[config.mk]
export PLATFORM = sky130hd
export DESIGN_NAME = insulation_resistance_monitor_core
export DESIGN_NICKNAME = d
export VERILOG_FILES = /design/src/sv/irm_pkg.sv /design/src/sv/irm_front.sv /design/src/sv/irm_back.sv /design/src/sv/insulation_resistance_monitor_core.sv
export VERILOG_INCLUDE_DIRS = /design/src /design/src/sv
export SDC_FILE = /design/constraint.sdc
export NUM_CORES = 2
export LEC_CHECK = 0
export ABC_AREA = 0
export BUFFER_PORTS_ARGS = -buffer_cell sky130_fd_sc_hd__buf_2
export CAP_MARGIN = 20
export CELL_PAD_IN_SITES_DETAIL_PLACEMENT = 2
export CELL_PAD_IN_SITES_GLOBAL_PLACEMENT = 2
export CORE_ASPECT_RATIO = 0.75
export CORE_UTILIZATION = 40
export DETAILED_ROUTE_END_ITERATION = 7
export PLACE_DENSITY_LB_ADDON = 0.25
export SLEW_MARGIN = 0
export SYNTH_ARGS = -nofsm -noshare
export SYNTH_HDL_FRONTEND = slang
export SYNTH_SLANG_ARGS = --single-unit
[constraint.sdc]
create_clock -name clk -period 10.1 [get_ports clk]
set_input_delay 1.01 -clock clk [delete_from_list [all_inputs] [get_ports clk]]
set_output_delay 1.01 -clock clk [all_outputs]
set_load 0.005 [all_outputs]
[src/sv/insulation_resistance_monitor_core_defines.svh]
// ----------------------------------------------------------------------------
// insulation resistance monitor assertion macros
// concurrent assertion helpers, empty under synthesis
// ----------------------------------------------------------------------------
`ifndef INSULATION_RESISTANCE_MONITOR_CORE_DEFINES_SVH
`define INSULATION_RESISTANCE_MONITOR_CORE_DEFINES_SVH
`ifndef SYNTHESIS
`define IRM_ASSERT(lbl, clk, rst_n, prop, msg) \
    lbl: assert property (@(posedge clk) disable iff (!rst_n) prop) else $error(msg);
`define IRM_ASSERT_NR(lbl, clk, prop, msg) \
    lbl: assert property (@(posedge clk) prop) else $error(msg);
`else
`define IRM_ASSERT(lbl, clk, rst_n, prop, msg)
`define IRM_ASSERT_NR(lbl, clk, prop, msg)
`endif
`endif

[src/sv/irm_pkg.sv]
// ----------------------------------------------------------------------------
// irm_pkg
// types and constants shared by the insulation resistance monitor
// ----------------------------------------------------------------------------
package irm_pkg;

    typedef struct packed {
        logic [31:0]        now_ms;
        logic signed [15:0] bus_voltage_q4;
        logic signed [15:0] leak_voltage;
        logic               link_ok;
        logic               relay_on;
        logic [3:0]         notch;
    } in_beat_t;

    typedef struct packed {
        logic [1:0] status;
        logic       ground_plus;
        logic       ground_minus;
        logic       low_plus;
        logic       low_minus;
        logic [9:0] r_plus;
        logic [9:0] r_minus;
        logic       r_plus_written;
        logic       r_minus_written;
    } out_beat_t;

    // job handed from front to back
    typedef struct packed {
        logic        calc;
        out_beat_t   direct;
        logic [16:0] u16;
        logic [15:0] up;
        logic [15:0] um;
    } job_t;

    localparam logic [1:0] ST_NONE   = 2'd0;
    localparam logic [1:0] ST_LINK   = 2'd1;
    localparam logic [1:0] ST_GROUND = 2'd2;
    localparam logic [1:0] ST_FULL   = 2'd3;

    localparam logic [1:0] REG_SETTLE = 2'd0;
    localparam logic [1:0] REG_MINBUS = 2'd1;
    localparam logic [1:0] REG_LOWLIM = 2'd2;
    localparam logic [1:0] REG_SCALE  = 2'd3;

    localparam logic [9:0] R_TOP   = 10'd997;
    localparam logic [9:0] R_CLAMP = 10'd998;

    function automatic logic [16:0] abs16(input logic [15:0] v);
        logic [16:0] r;
        r = v[15] ? (17'h10000 - {1'b0, v}) : {1'b0, v};
        return r;
    endfunction

endpackage

[src/sv/irm_front.sv]
// ----------------------------------------------------------------------------
// irm_front
// gating, relay sync, settle timers and ground check per sample
// ----------------------------------------------------------------------------
module irm_front import irm_pkg::*; #(
    parameter int TIME_BITS = 32
) (
    input  logic        clk,
    input  logic        rst_n,
    input  logic        in_valid,
    output logic        in_ready,
    input  in_beat_t    in_data,
    output logic        job_valid,
    input  logic        job_ready,
    output job_t        job_data,
    input  logic [15:0] settle_ms,
    input  logic [11:0] min_bus
);

    logic [1:0]           relay_seen_reg, relay_seen_next;
    logic                 synced_reg, synced_next;
    logic                 pt_run_reg, pt_run_next, mt_run_reg, mt_run_next;
    logic [TIME_BITS-1:0] pt_start_reg, pt_start_next, mt_start_reg, mt_start_next;
    logic [15:0]          up_reg, up_next, um_reg, um_next;
    logic                 jv_reg;
    job_t                 job_reg, job_next;

    logic [TIME_BITS-1:0] now_t, elapsed;
    logic [16:0]          u16, leak;
    logic [20:0]          thr_p, thr_m;
    logic                 go, fire, gp, gm, done;

    assign in_ready  = !jv_reg || job_ready;
    assign job_valid = jv_reg;
    assign job_data  = job_reg;
    assign fire      = in_valid && in_ready;

    assign now_t = TIME_BITS'(in_data.now_ms);

    assign u16  = abs16(in_data.bus_voltage_q4);
    assign leak = abs16(in_data.leak_voltage);

    always_comb
    begin
        relay_seen_next = relay_seen_reg;
        synced_next     = synced_reg;
        pt_run_next     = pt_run_reg;
        mt_run_next     = mt_run_reg;
        pt_start_next   = pt_start_reg;
        mt_start_next   = mt_start_reg;
        up_next         = up_reg;
        um_next         = um_reg;
        job_next        = '0;
        job_next.u16    = u16;
        done            = 1'b0;
        go              = 1'b0;
        elapsed         = '0;
        gp              = 1'b0;
        gm              = 1'b0;
        thr_p           = '0;
        thr_m           = '0;
        if (u16 < {5'd0, min_bus} || !in_data.link_ok ||
            !(in_data.notch == 4'd1 || in_data.notch == 4'd2))
        begin
            relay_seen_next = 2'd2;
            synced_next     = 1'b0;
            pt_run_next     = 1'b0;
            mt_run_next     = 1'b0;
            pt_start_next   = '0;
            mt_start_next   = '0;
            up_next         = '0;
            um_next         = '0;
            if (!in_data.link_ok)
                job_next.direct.status = ST_LINK;
        end
        else
        begin
            go = 1'b1;
            if (!synced_reg)
            begin
                if (relay_seen_reg == 2'd2)
                begin
                    relay_seen_next = {1'b0, in_data.relay_on};
                    go = 1'b0;
                end
                else if (relay_seen_reg[0] == in_data.relay_on)
                    go = 1'b0;
                else
                    synced_next = 1'b1;
            end
            if (go)
            begin
                if (in_data.relay_on)
                begin
                    mt_run_next   = 1'b0;
                    mt_start_next = '0;
                    elapsed = now_t - pt_start_reg;
                    if (!pt_run_reg)
                    begin
                        pt_run_next   = 1'b1;
                        pt_start_next = now_t;
                    end
                    else if (elapsed >= TIME_BITS'(settle_ms))
                    begin
                        pt_run_next   = 1'b0;
                        pt_start_next = '0;
                        up_next       = leak[15:0];
                        done          = 1'b1;
                    end
                end
                else
                begin
                    pt_run_next   = 1'b0;
                    pt_start_next = '0;
                    elapsed = now_t - mt_start_reg;
                    if (!mt_run_reg)
                    begin
                        mt_run_next   = 1'b1;
                        mt_start_next = now_t;
                    end
                    else if (elapsed >= TIME_BITS'(settle_ms))
                    begin
                        mt_run_next   = 1'b0;
                        mt_start_next = '0;
                        um_next       = leak[15:0];
                        done          = 1'b1;
                    end
                end
            end
            // leak 0x8000 gives 0 in 16 bits only if abs is 0, so [15:0] is safe
            if (done && up_next != 16'd0 && um_next != 16'd0)
            begin
                thr_m = {1'b0, um_next, 4'd0} + 21'd16;
                thr_p = {1'b0, up_next, 4'd0} + 21'd16;
                gp = thr_m > {4'd0, u16};
                gm = thr_p > {4'd0, u16};
                job_next.up = up_next;
                job_next.um = um_next;
                if (gp || gm)
                begin
                    job_next.direct.status          = ST_GROUND;
                    job_next.direct.ground_plus     = gp;
                    job_next.direct.ground_minus    = gm;
                    job_next.direct.r_plus          = gp ? 10'd1 : 10'd0;
                    job_next.direct.r_plus_written  = gp;
                    job_next.direct.r_minus         = gm ? 10'd1 : 10'd0;
                    job_next.direct.r_minus_written = gm;
                end
                else
                    job_next.calc = 1'b1;
            end
        end
    end

    always_ff @(posedge clk or negedge rst_n)
    begin
        if (!rst_n)
        begin
            relay_seen_reg <= 2'd2;
            synced_reg     <= 1'b0;
            pt_run_reg     <= 1'b0;
            mt_run_reg     <= 1'b0;
            pt_start_reg   <= '0;
            mt_start_reg   <= '0;
            up_reg         <= '0;
            um_reg         <= '0;
            jv_reg         <= 1'b0;
        end
        else
        begin
            if (fire)
            begin
                relay_seen_reg <= relay_seen_next;
                synced_reg     <= synced_next;
                pt_run_reg     <= pt_run_next;
                mt_run_reg     <= mt_run_next;
                pt_start_reg   <= pt_start_next;
                mt_start_reg   <= mt_start_next;
                up_reg         <= up_next;
                um_reg         <= um_next;
                jv_reg         <= 1'b1;
            end
            else if (job_ready)
                jv_reg <= 1'b0;
        end
    end

    always_ff @(posedge clk)
    begin
        if (fire)
            job_reg <= job_next;
    end

endmodule

[src/sv/irm_back.sv]
// ----------------------------------------------------------------------------
// irm_back
// bit-serial division for both resistances, clamp and low flags
// ----------------------------------------------------------------------------
module irm_back import irm_pkg::*; (
    input  logic        clk,
    input  logic        rst_n,
    input  logic        job_valid,
    output logic        job_ready,
    input  job_t        job_data,
    output logic        out_valid,
    input  logic        out_ready,
    output out_beat_t   out_data,
    input  logic [9:0]  low_limit,
    input  logic [9:0]  scale
);

    localparam logic [2:0] S_IDLE = 3'd0;
    localparam logic [2:0] S_MUL  = 3'd1;
    localparam logic [2:0] S_DIV  = 3'd2;
    localparam logic [2:0] S_FIN  = 3'd3;
    localparam logic [2:0] S_OUT  = 3'd4;

    logic [2:0]  state_reg;
    logic        side_reg;
    logic [4:0]  cnt_reg;
    job_t        job_reg;
    logic        pos_reg;
    logic [26:0] n_reg;
    logic        over_reg;
    logic [26:0] rem_reg;
    logic [26:0] q_reg;
    logic [9:0]  rp_reg;
    out_beat_t   out_reg;

    logic [20:0] d, sum16;
    logic [21:0] res;
    logic [27:0] trial;
    logic [26:0] n_full, top_full;
    logic [9:0]  r;

    assign job_ready = state_reg == S_IDLE;
    assign out_valid = state_reg == S_OUT;
    assign out_data  = out_reg;

    assign sum16    = {1'b0, job_reg.up, 4'd0} + {1'b0, job_reg.um, 4'd0};
    assign res      = {5'd0, job_reg.u16} - {1'b0, sum16};
    assign d        = side_reg ? {1'b0, job_reg.up, 4'd0} : {1'b0, job_reg.um, 4'd0};
    assign trial    = {rem_reg, n_reg[26]} - {7'd0, d};
    assign n_full   = {17'd0, scale} * {10'd0, res[16:0]};
    assign top_full = {17'd0, R_TOP} * {6'd0, d};

    always_comb
    begin
        if (!pos_reg)
            r = 10'd1;
        else if (over_reg)
            r = R_CLAMP;
        else if (q_reg < 27'd2)
            r = 10'd1;
        else
            r = q_reg[9:0];
    end

    always_ff @(posedge clk or negedge rst_n)
    begin
        if (!rst_n)
        begin
            state_reg <= S_IDLE;
            side_reg  <= 1'b0;
            cnt_reg   <= '0;
        end
        else
        begin
            unique case (state_reg)
                S_IDLE:
                    if (job_valid)
                    begin
                        side_reg  <= 1'b0;
                        state_reg <= job_data.calc ? S_MUL : S_OUT;
                    end
                S_MUL:
                begin
                    cnt_reg   <= 5'd27;
                    state_reg <= S_DIV;
                end
                S_DIV:
                begin
                    cnt_reg <= cnt_reg - 5'd1;
                    if (cnt_reg == 5'd1)
                        state_reg <= S_FIN;
                end
                S_FIN:
                begin
                    side_reg  <= 1'b1;
                    state_reg <= side_reg ? S_OUT : S_MUL;
                end
                S_OUT:
                    if (out_ready)
                        state_reg <= S_IDLE;
                default:
                    state_reg <= S_IDLE;
            endcase
        end
    end

    always_ff @(posedge clk)
    begin
        unique case (state_reg)
            S_IDLE:
                if (job_valid)
                begin
                    job_reg <= job_data;
                    out_reg <= job_data.direct;
                end
            S_MUL:
            begin
                pos_reg  <= !res[21] && res != 22'd0;
                n_reg    <= n_full;
                over_reg <= n_full > top_full;
                rem_reg  <= '0;
                q_reg    <= '0;
            end
            S_DIV:
            begin
                n_reg <= {n_reg[25:0], 1'b0};
                if (!trial[27])
                begin
                    rem_reg <= trial[26:0];
                    q_reg   <= {q_reg[25:0], 1'b1};
                end
                else
                begin
                    rem_reg <= {rem_reg[25:0], n_reg[26]};
                    q_reg   <= {q_reg[25:0], 1'b0};
                end
            end
            S_FIN:
            begin
                if (side_reg)
                begin
                    out_reg.status          <= ST_FULL;
                    out_reg.r_minus         <= r;
                    out_reg.low_minus       <= r < low_limit;
                    out_reg.r_plus          <= rp_reg;
                    out_reg.low_plus        <= rp_reg < low_limit;
                    out_reg.r_plus_written  <= 1'b1;
                    out_reg.r_minus_written <= 1'b1;
                end
                else
                    rp_reg <= r;
            end
            default:
            begin
            end
        endcase
    end

endmodule

[src/sv/insulation_resistance_monitor_core.sv]
// ----------------------------------------------------------------------------
// insulation_resistance_monitor_core
// insulation resistance monitor with ground fault and low resistance flags
// ----------------------------------------------------------------------------
// in channel (in_valid/in_ready/in_data) takes one sample beat, out channel
// (out_valid/out_ready/out_data) returns exactly one result beat per sample.
// cfg_we/cfg_index/cfg_data write the four settings; the user must write
// them only while idle, the block does not enforce it. front stage registers
// gating, relay sync and settle timers and hands a job to a one-entry queue;
// the back stage runs a 27 step restoring divider once per side for full
// measurements, stepping S_MUL, S_DIV and S_FIN per side before S_OUT; one
// beat is taken while the back stage works, so the front stalls only while
// the queue is full.
// reset clears sync, timers, latched leak voltages and loads default settings.
// a stalled receiver holds the back stage, which in turn fills the queue and
// then drops in_ready.
// ----------------------------------------------------------------------------
`include "insulation_resistance_monitor_core_defines.svh"

module insulation_resistance_monitor_core import irm_pkg::*; #(
    parameter int TIME_BITS = 32
) (
    input  logic        clk,
    input  logic        rst_n,
    input  logic        in_valid,
    output logic        in_ready,
    input  in_beat_t    in_data,
    output logic        out_valid,
    input  logic        out_ready,
    output out_beat_t   out_data,
    input  logic        cfg_we,
    input  logic [1:0]  cfg_index,
    input  logic [15:0] cfg_data
);

    logic [15:0] settle_reg;
    logic [11:0] minbus_reg;
    logic [9:0]  lowlim_reg;
    logic [9:0]  scale_reg;
    logic        job_valid, job_ready;
    job_t        job_data;

    always_ff @(posedge clk or negedge rst_n)
    begin
        if (!rst_n)
        begin
            settle_reg <= 16'd9000;
            minbus_reg <= 12'd640;
            lowlim_reg <= 10'd250;
            scale_reg  <= 10'd666;
        end
        else if (cfg_we)
        begin
            unique case (cfg_index)
                REG_SETTLE: settle_reg <= cfg_data;
                REG_MINBUS: minbus_reg <= cfg_data[11:0];
                REG_LOWLIM: lowlim_reg <= cfg_data[9:0];
                REG_SCALE:  scale_reg  <= cfg_data[9:0];
                default:    settle_reg <= settle_reg;
            endcase
        end
    end

    irm_front #(.TIME_BITS(TIME_BITS)) u_front (
        .clk       (clk),
        .rst_n     (rst_n),
        .in_valid  (in_valid),
        .in_ready  (in_ready),
        .in_data   (in_data),
        .job_valid (job_valid),
        .job_ready (job_ready),
        .job_data  (job_data),
        .settle_ms (settle_reg),
        .min_bus   (minbus_reg)
    );

    irm_back u_back (
        .clk       (clk),
        .rst_n     (rst_n),
        .job_valid (job_valid),
        .job_ready (job_ready),
        .job_data  (job_data),
        .out_valid (out_valid),
        .out_ready (out_ready),
        .out_data  (out_data),
        .low_limit (lowlim_reg),
        .scale     (scale_reg)
    );

    `IRM_ASSERT(a_full_writes, clk, rst_n,
        out_valid && out_data.status == ST_FULL |->
        out_data.r_plus_written && out_data.r_minus_written, "full result lacks writes")
    `IRM_ASSERT(a_idle_zero, clk, rst_n,
        out_valid && out_data.status == ST_NONE |-> !out_data.r_plus_written &&
        !out_data.r_minus_written, "no-update result carries data")
    `IRM_ASSERT(a_clamp, clk, rst_n,
        out_valid |-> out_data.r_plus <= 10'd998 && out_data.r_minus <= 10'd998,
        "resistance out of range")

endmodule
; Word-level counts from Yosys, hierarchy flattened
; Index checks and enable logic that the tools add are counted.
[classes]
mul = 2
n_lt_le_gt_ge = 9
muxes = 81
bitwise_logic = 3
addsub = 10
n_eq_ne = 19
n_reduce_logical = 38
[op_table]
columns = operator, n
row1 = $mux W32, 10
row2 = $mux W16, 13
row3 = $pmux W27 S2, 3
row4 = $ge A32 B16 Y1, 2
row5 = $sub A32 B32 Y32, 2
row6 = $pmux W24 S2, 1
row7 = $add A20 B5 Y21 const B, 2
row8 = $gt A21 B17 Y1, 2
row9 = $reduce_bool A16 Y1, 2
row10 = $mux W1, 30
row11 = $mux W10, 3
row12 = $mux W28, 1
row13 = $sub A28 B21 Y28, 1
row14 = $gt A27 B27 Y1, 1
row15 = $lt A27 B2 Y1 const B, 1
row16 = $mul A10 B17 Y27, 1
row17 = $mul A10 B21 Y27 const A, 1
row18 = $mux W27, 1
row19 = $mux W24, 1
row20 = $reduce_bool A22 Y1, 1
row21 = $sub A17 B21 Y22, 1
row22 = $add A20 B20 Y21, 1
row23 = $lt A10 B10 Y1, 2
row24 = $mux W20, 1
row25 = other kinds (35), 78
[totals]
input_bits = 93
out_inout_bits = 30
reg_bits = 403
word_cells = 205

; Depth between registers and ports, before layout
[depth]
depth_word = 14
mapped_depth = 39
depth_no_buf = 38

; Cells and area by module
; From an unflattened synthesis, not the netlist that was laid out.
[hier_totals]
cells_unflattened = 3583
hier_area_um2 = 34167.8
[modules_own_cells]
columns = mod, seq_area_each_um2, n_inst, area_each_um2, cells_per_inst
row1 = irm_back, 5330.1, 1, 18246.2, 1774
row2 = irm_front, 4175.3, 1, 14086.0, 1706
row3 = insulation_resistance_monitor_core, 1223.7, 1, 1835.5, 103

; Least setup slack after synthesis
; No wires, ideal clock.
[synth_timing]
kind = reg-to-reg
from = reg u_back.job_reg[17] in the netlist's numbering
to = reg u_back.over_reg, data pin
period_less_slack_ps = 8473
setup_slack_ps = 1627
setup_ps = 269
path_buffers = 1
t_required_ps = 9831
path_stages_with_launch = 39
arrival_time_ps = 8204
cell_sequence = edfxtp_1 > inv_1 > fa_1 > ha_1 > o21a_1 > o21a_1 > o21a_1 > o21a_1 > o21a_1 > o21a_1 > nor2_1 > clkbuf_1 > nand2_1 > fa_1 > inv_1 > fa_1 > fa_1 > fa_1 > [... 3 more ...] > ha_1 > or2_2 > a21oi_1 > a211oi_1 > o21a_1 > o21a_1 > o21a_1 > a21o_1 > a21oi_1 > xnor2_1 > ha_1 > nor2b_1 > o21ai_0 > nand2b_1 > a21oi_1 > o21ai_0 > a21oi_1 > a31oi_1
[synth_via]
elab_chain_len = 4
elab_cells_between_ends = 6
cone_classes = add/sub (2) / mul (2) / order compare (1) / mux (1)
[synth_rtl]
columns = item, line
row1 = "start, declared", irm_back.sv:27  ; job_t job_reg;
row2 = "start signal, assigned", irm_back.sv:113  ; job_reg <= job_data;
row3 = $add A20 B20 Y21, irm_back.sv:46  ; assign sum16 = {1'b0, job_reg.up, 4'd0} + {1'b0, job_reg.um, 4'd0};
row4 = $sub A17 B21 Y22, irm_back.sv:47  ; assign res = {5'd0, job_reg.u16} - {1'b0, sum16};
row5 = $mul A10 B17 Y27, irm_back.sv:50  ; assign n_full = {17'd0, scale} * {10'd0, res[16:0]};
row6 = $gt A27 B27 Y1 *, irm_back.sv:120  ; over_reg <= n_full > top_full;
row7 = "end signal, assigned", irm_back.sv:120
row8 = "end, declared", irm_back.sv:30  ; logic over_reg;
; Mark *: on every way between the ends. The rest lies on a longest branch, timed or not.
; A chain may end at the register's enable or synchronous reset.

; Worst setup path in the final report
; Same ends and word-level chain as after synthesis.

==> metrics <==
Post-CTS Hold Fix Bufs=0; Post-synth EDFFs=224; clk buf depth=3; Core ar.=81100 um2; #FFs+latches synth=383; Vias/cell=5.79; Die Wd=334 um; Final period util=0.948; Setup crit end kind=flop; Hold Crit Class=in2async; ratio of cells with drive above 1 in the final layout=0.101; WS Path Type=reg2reg; max-cap viol count=0; Setup Viol. Count Final=0; first-pass GRT wire length=180000 um; routed wl met3=5070 um; htree depth=2; pins over their slew limit=0; synthesis-to-finish area growth=10.0%; outcome=complete, no violations; r2r setup slk=0.53 ns; DP HPWL=91400 um; clock-pin slew on the worst setup and hold paths=0.06 ns; total grt overflow=0; cell taking the most area after synthesis=edfxtp_1; DRC=0; final hold violations=0; Syn Inst Count=3372; RSZ-0062 raised after global routing=false; CP startpoint kind=flop; I/O Buffers=122; worst endpoint required time=10.46 ns; top sig layer=met5; root buf cell=clkbuf_16; WL met2=55100 um; starting density of the core=0.407; Top-Level Pins=123; Rel. slew slack=0.274; top_reg_cell synth=edfxtp_1; Slew @ Worst Pin=1.09 ns; Routed WL per cell=25.5 um; Period minus WS final=9.57 ns; die area=83700 um2; final setup TNS=0 ns; DR vias=26400; post-synth top area share=0.204; Post-Route WL=116000 um; max frequency=104 MHz; worst skew pair latency=0.62 ns; max reg flops=54; Yosys cell types=96; Detailed Routing Iterations Pass 1=5; largest stage delay on the critical path=0.55 ns; vias in the first global route=29700; CTS tree=built; initial antenna violation count=1; worst-path fanout max=13; row cnt=90; CP arrival=9.93 ns; Sink Count=383; synthesized cell area=33000 um2; Yosys warning total=0; Starting DRT DRC Count=1704; critical path's slowest cell=fa_1; WL met1=53200 um; Routed Antenna Nets=0; die height=251 um; cts bufs inserted=45; gp weighted congestion=0.907; Synth area leaders=edfxtp_1, ha_1, fa_1; Total Routing Usage GR=0.279; most used cell, CP=o21a_1; largest net degree at the start of global routing=63; Seq/Total Area, Yosys=0.325; clk_skew=0.0392 ns; Async S/R FF share, synth=0.415; final net count=4098; syn avg cell area=9.79 um2
==> cell usage after synthesis, types with 8 or more instances <==
library cell / n
inv_1: 371
edfxtp_1: 224
o31ai_1: 44
dfrtp_1: 140
o21a_1: 43
nand3_1: 64
a21boi_0: 23
mux2i_1: 72
a211oi_1: 24
and3_1: 15
or4_1: 11
o31a_1: 9
o41ai_1: 9
nor2_1: 180
mux2_2: 46
nand3b_1: 8
ha_1: 345
and2_1: 139
nand2b_1: 34
nor3_1: 54
or3_1: 22
a21oi_1: 156
nor4_1: 29
xnor2_1: 92
nand4_1: 30
o21bai_1: 16
and4_1: 9
a211o_1: 9
fa_1: 195
a21o_1: 52
a31oi_1: 23
buf_2: 13
nand2_1: 336
nor2b_1: 37
nor3b_1: 9
clkbuf_1: 95
dfstp_2: 19
a22o_1: 36
o21ai_0: 153
xor2_1: 55
==> layout make-up <==
class / count / area [um2]
diodes: 2 / 5.00
clock buffers: 61 / 1250
clock inverters: 23 / 236
fillers: 8666 / 44800
inverters: 372 / 1400
multi-input cells: 2499 / 20400
flip-flops and latches: 383 / 10700
well taps: 1058 / 1320
repair buffers: 164 / 932
==> cell families (layout without fill, tap and decap cells) <==
family,Yosys count,in the layout,synth area share
AND/OR/NAND/NOR,1011,1011,0.153
AO/OA/AOI/OAI,679,679,0.137
adder cells (fa/ha/maj),540,540,0.249
buffers and inverters,491,620,0.0581
flip-flops,383,383,0.325
XOR/XNOR,147,147,0.0390
multiplexers,119,119,0.0380
other,2,5,0.000228
==> worst max-delay path: cells and delay by family (launching register included) <==
family,cells,cell delay (ns)
AO/OA/AOI/OAI,18,3.33
XOR/XNOR,1,0.18
adder cells (fa/ha/maj),9,4.16
buffers and inverters,5,0.49
flip-flops,1,0.41
AND/OR/NAND/NOR,5,0.74
==> stage by stage <==
stage               hold slack [ns]  cell area (um2)   util  setup WS, ns  instances
detailed placement            0.413            34800  0.429         0.449       4475
CTS                           0.382            36300  0.448         0.386       4559
floorplan                     0.400            33000      -          1.63       3373
finish                        0.386            36300  0.448         0.527       4562
global placement              0.404            34800  0.429          1.09       4475
global route                  0.407            36300  0.448        0.0432       4560
==> layout by cell type, fill, tap and decap left out, drive strengths merged, types with 23 or more instances in the layout <==
cell type,n
inv,375
ha,345
nand2,338
edfxtp,224
fa,195
nor2,180
buf,164
a21oi,161
o21ai,157
dfrtp,140
and2,139
xnor2,92
mux2i,73
nand3,65
clkbuf,61
nor3,56
xor2,55
a21o,52
mux2,46
o31ai,44
o21a,43
nor2b,37
a22o,36
nand2b,34
nand4,31
nor4,30
a211oi,26
a31oi,23
a21boi,23
or3,23
==> what timing repair did <==
item                                    CTS  global route
endpoints found under the hold margin     0             0
buffers inserted                          0             0
endpoints found under the setup margin    0             1
resized for setup                         0             2
==> layer usage <==
metal | global-route usage | vias up
met1 | 0.382 | 13700
met2 | 0.463 | 593
met4 | 0.0765 | 2
li1 | - | 11900
met5 | 0 | -
met3 | 0.0372 | 173
==> worst paths after layout <==
| kind | end | start | cells after the start |
|---|---|---|---|
| worst min register to register | u_back.job_reg[40] | u_front.job_data[40] | 0 |
| worst min-delay path | u_front.mt_start_reg[3] | rst_n | 1 |
| max in group asynchronous | u_front.up_reg[5] | rst_n | 3 |
| min in group clk | u_back.job_reg[40] | u_front.job_data[40] | 0 |
| worst max-delay path | u_back.over_reg | u_back.job_reg[17] | 38 |
| worst max register to register | u_back.over_reg | u_back.job_reg[17] | 38 |
Power is not shown: default switching activity piles up to over one toggle a cycle in this logic, so the estimate is an artifact.
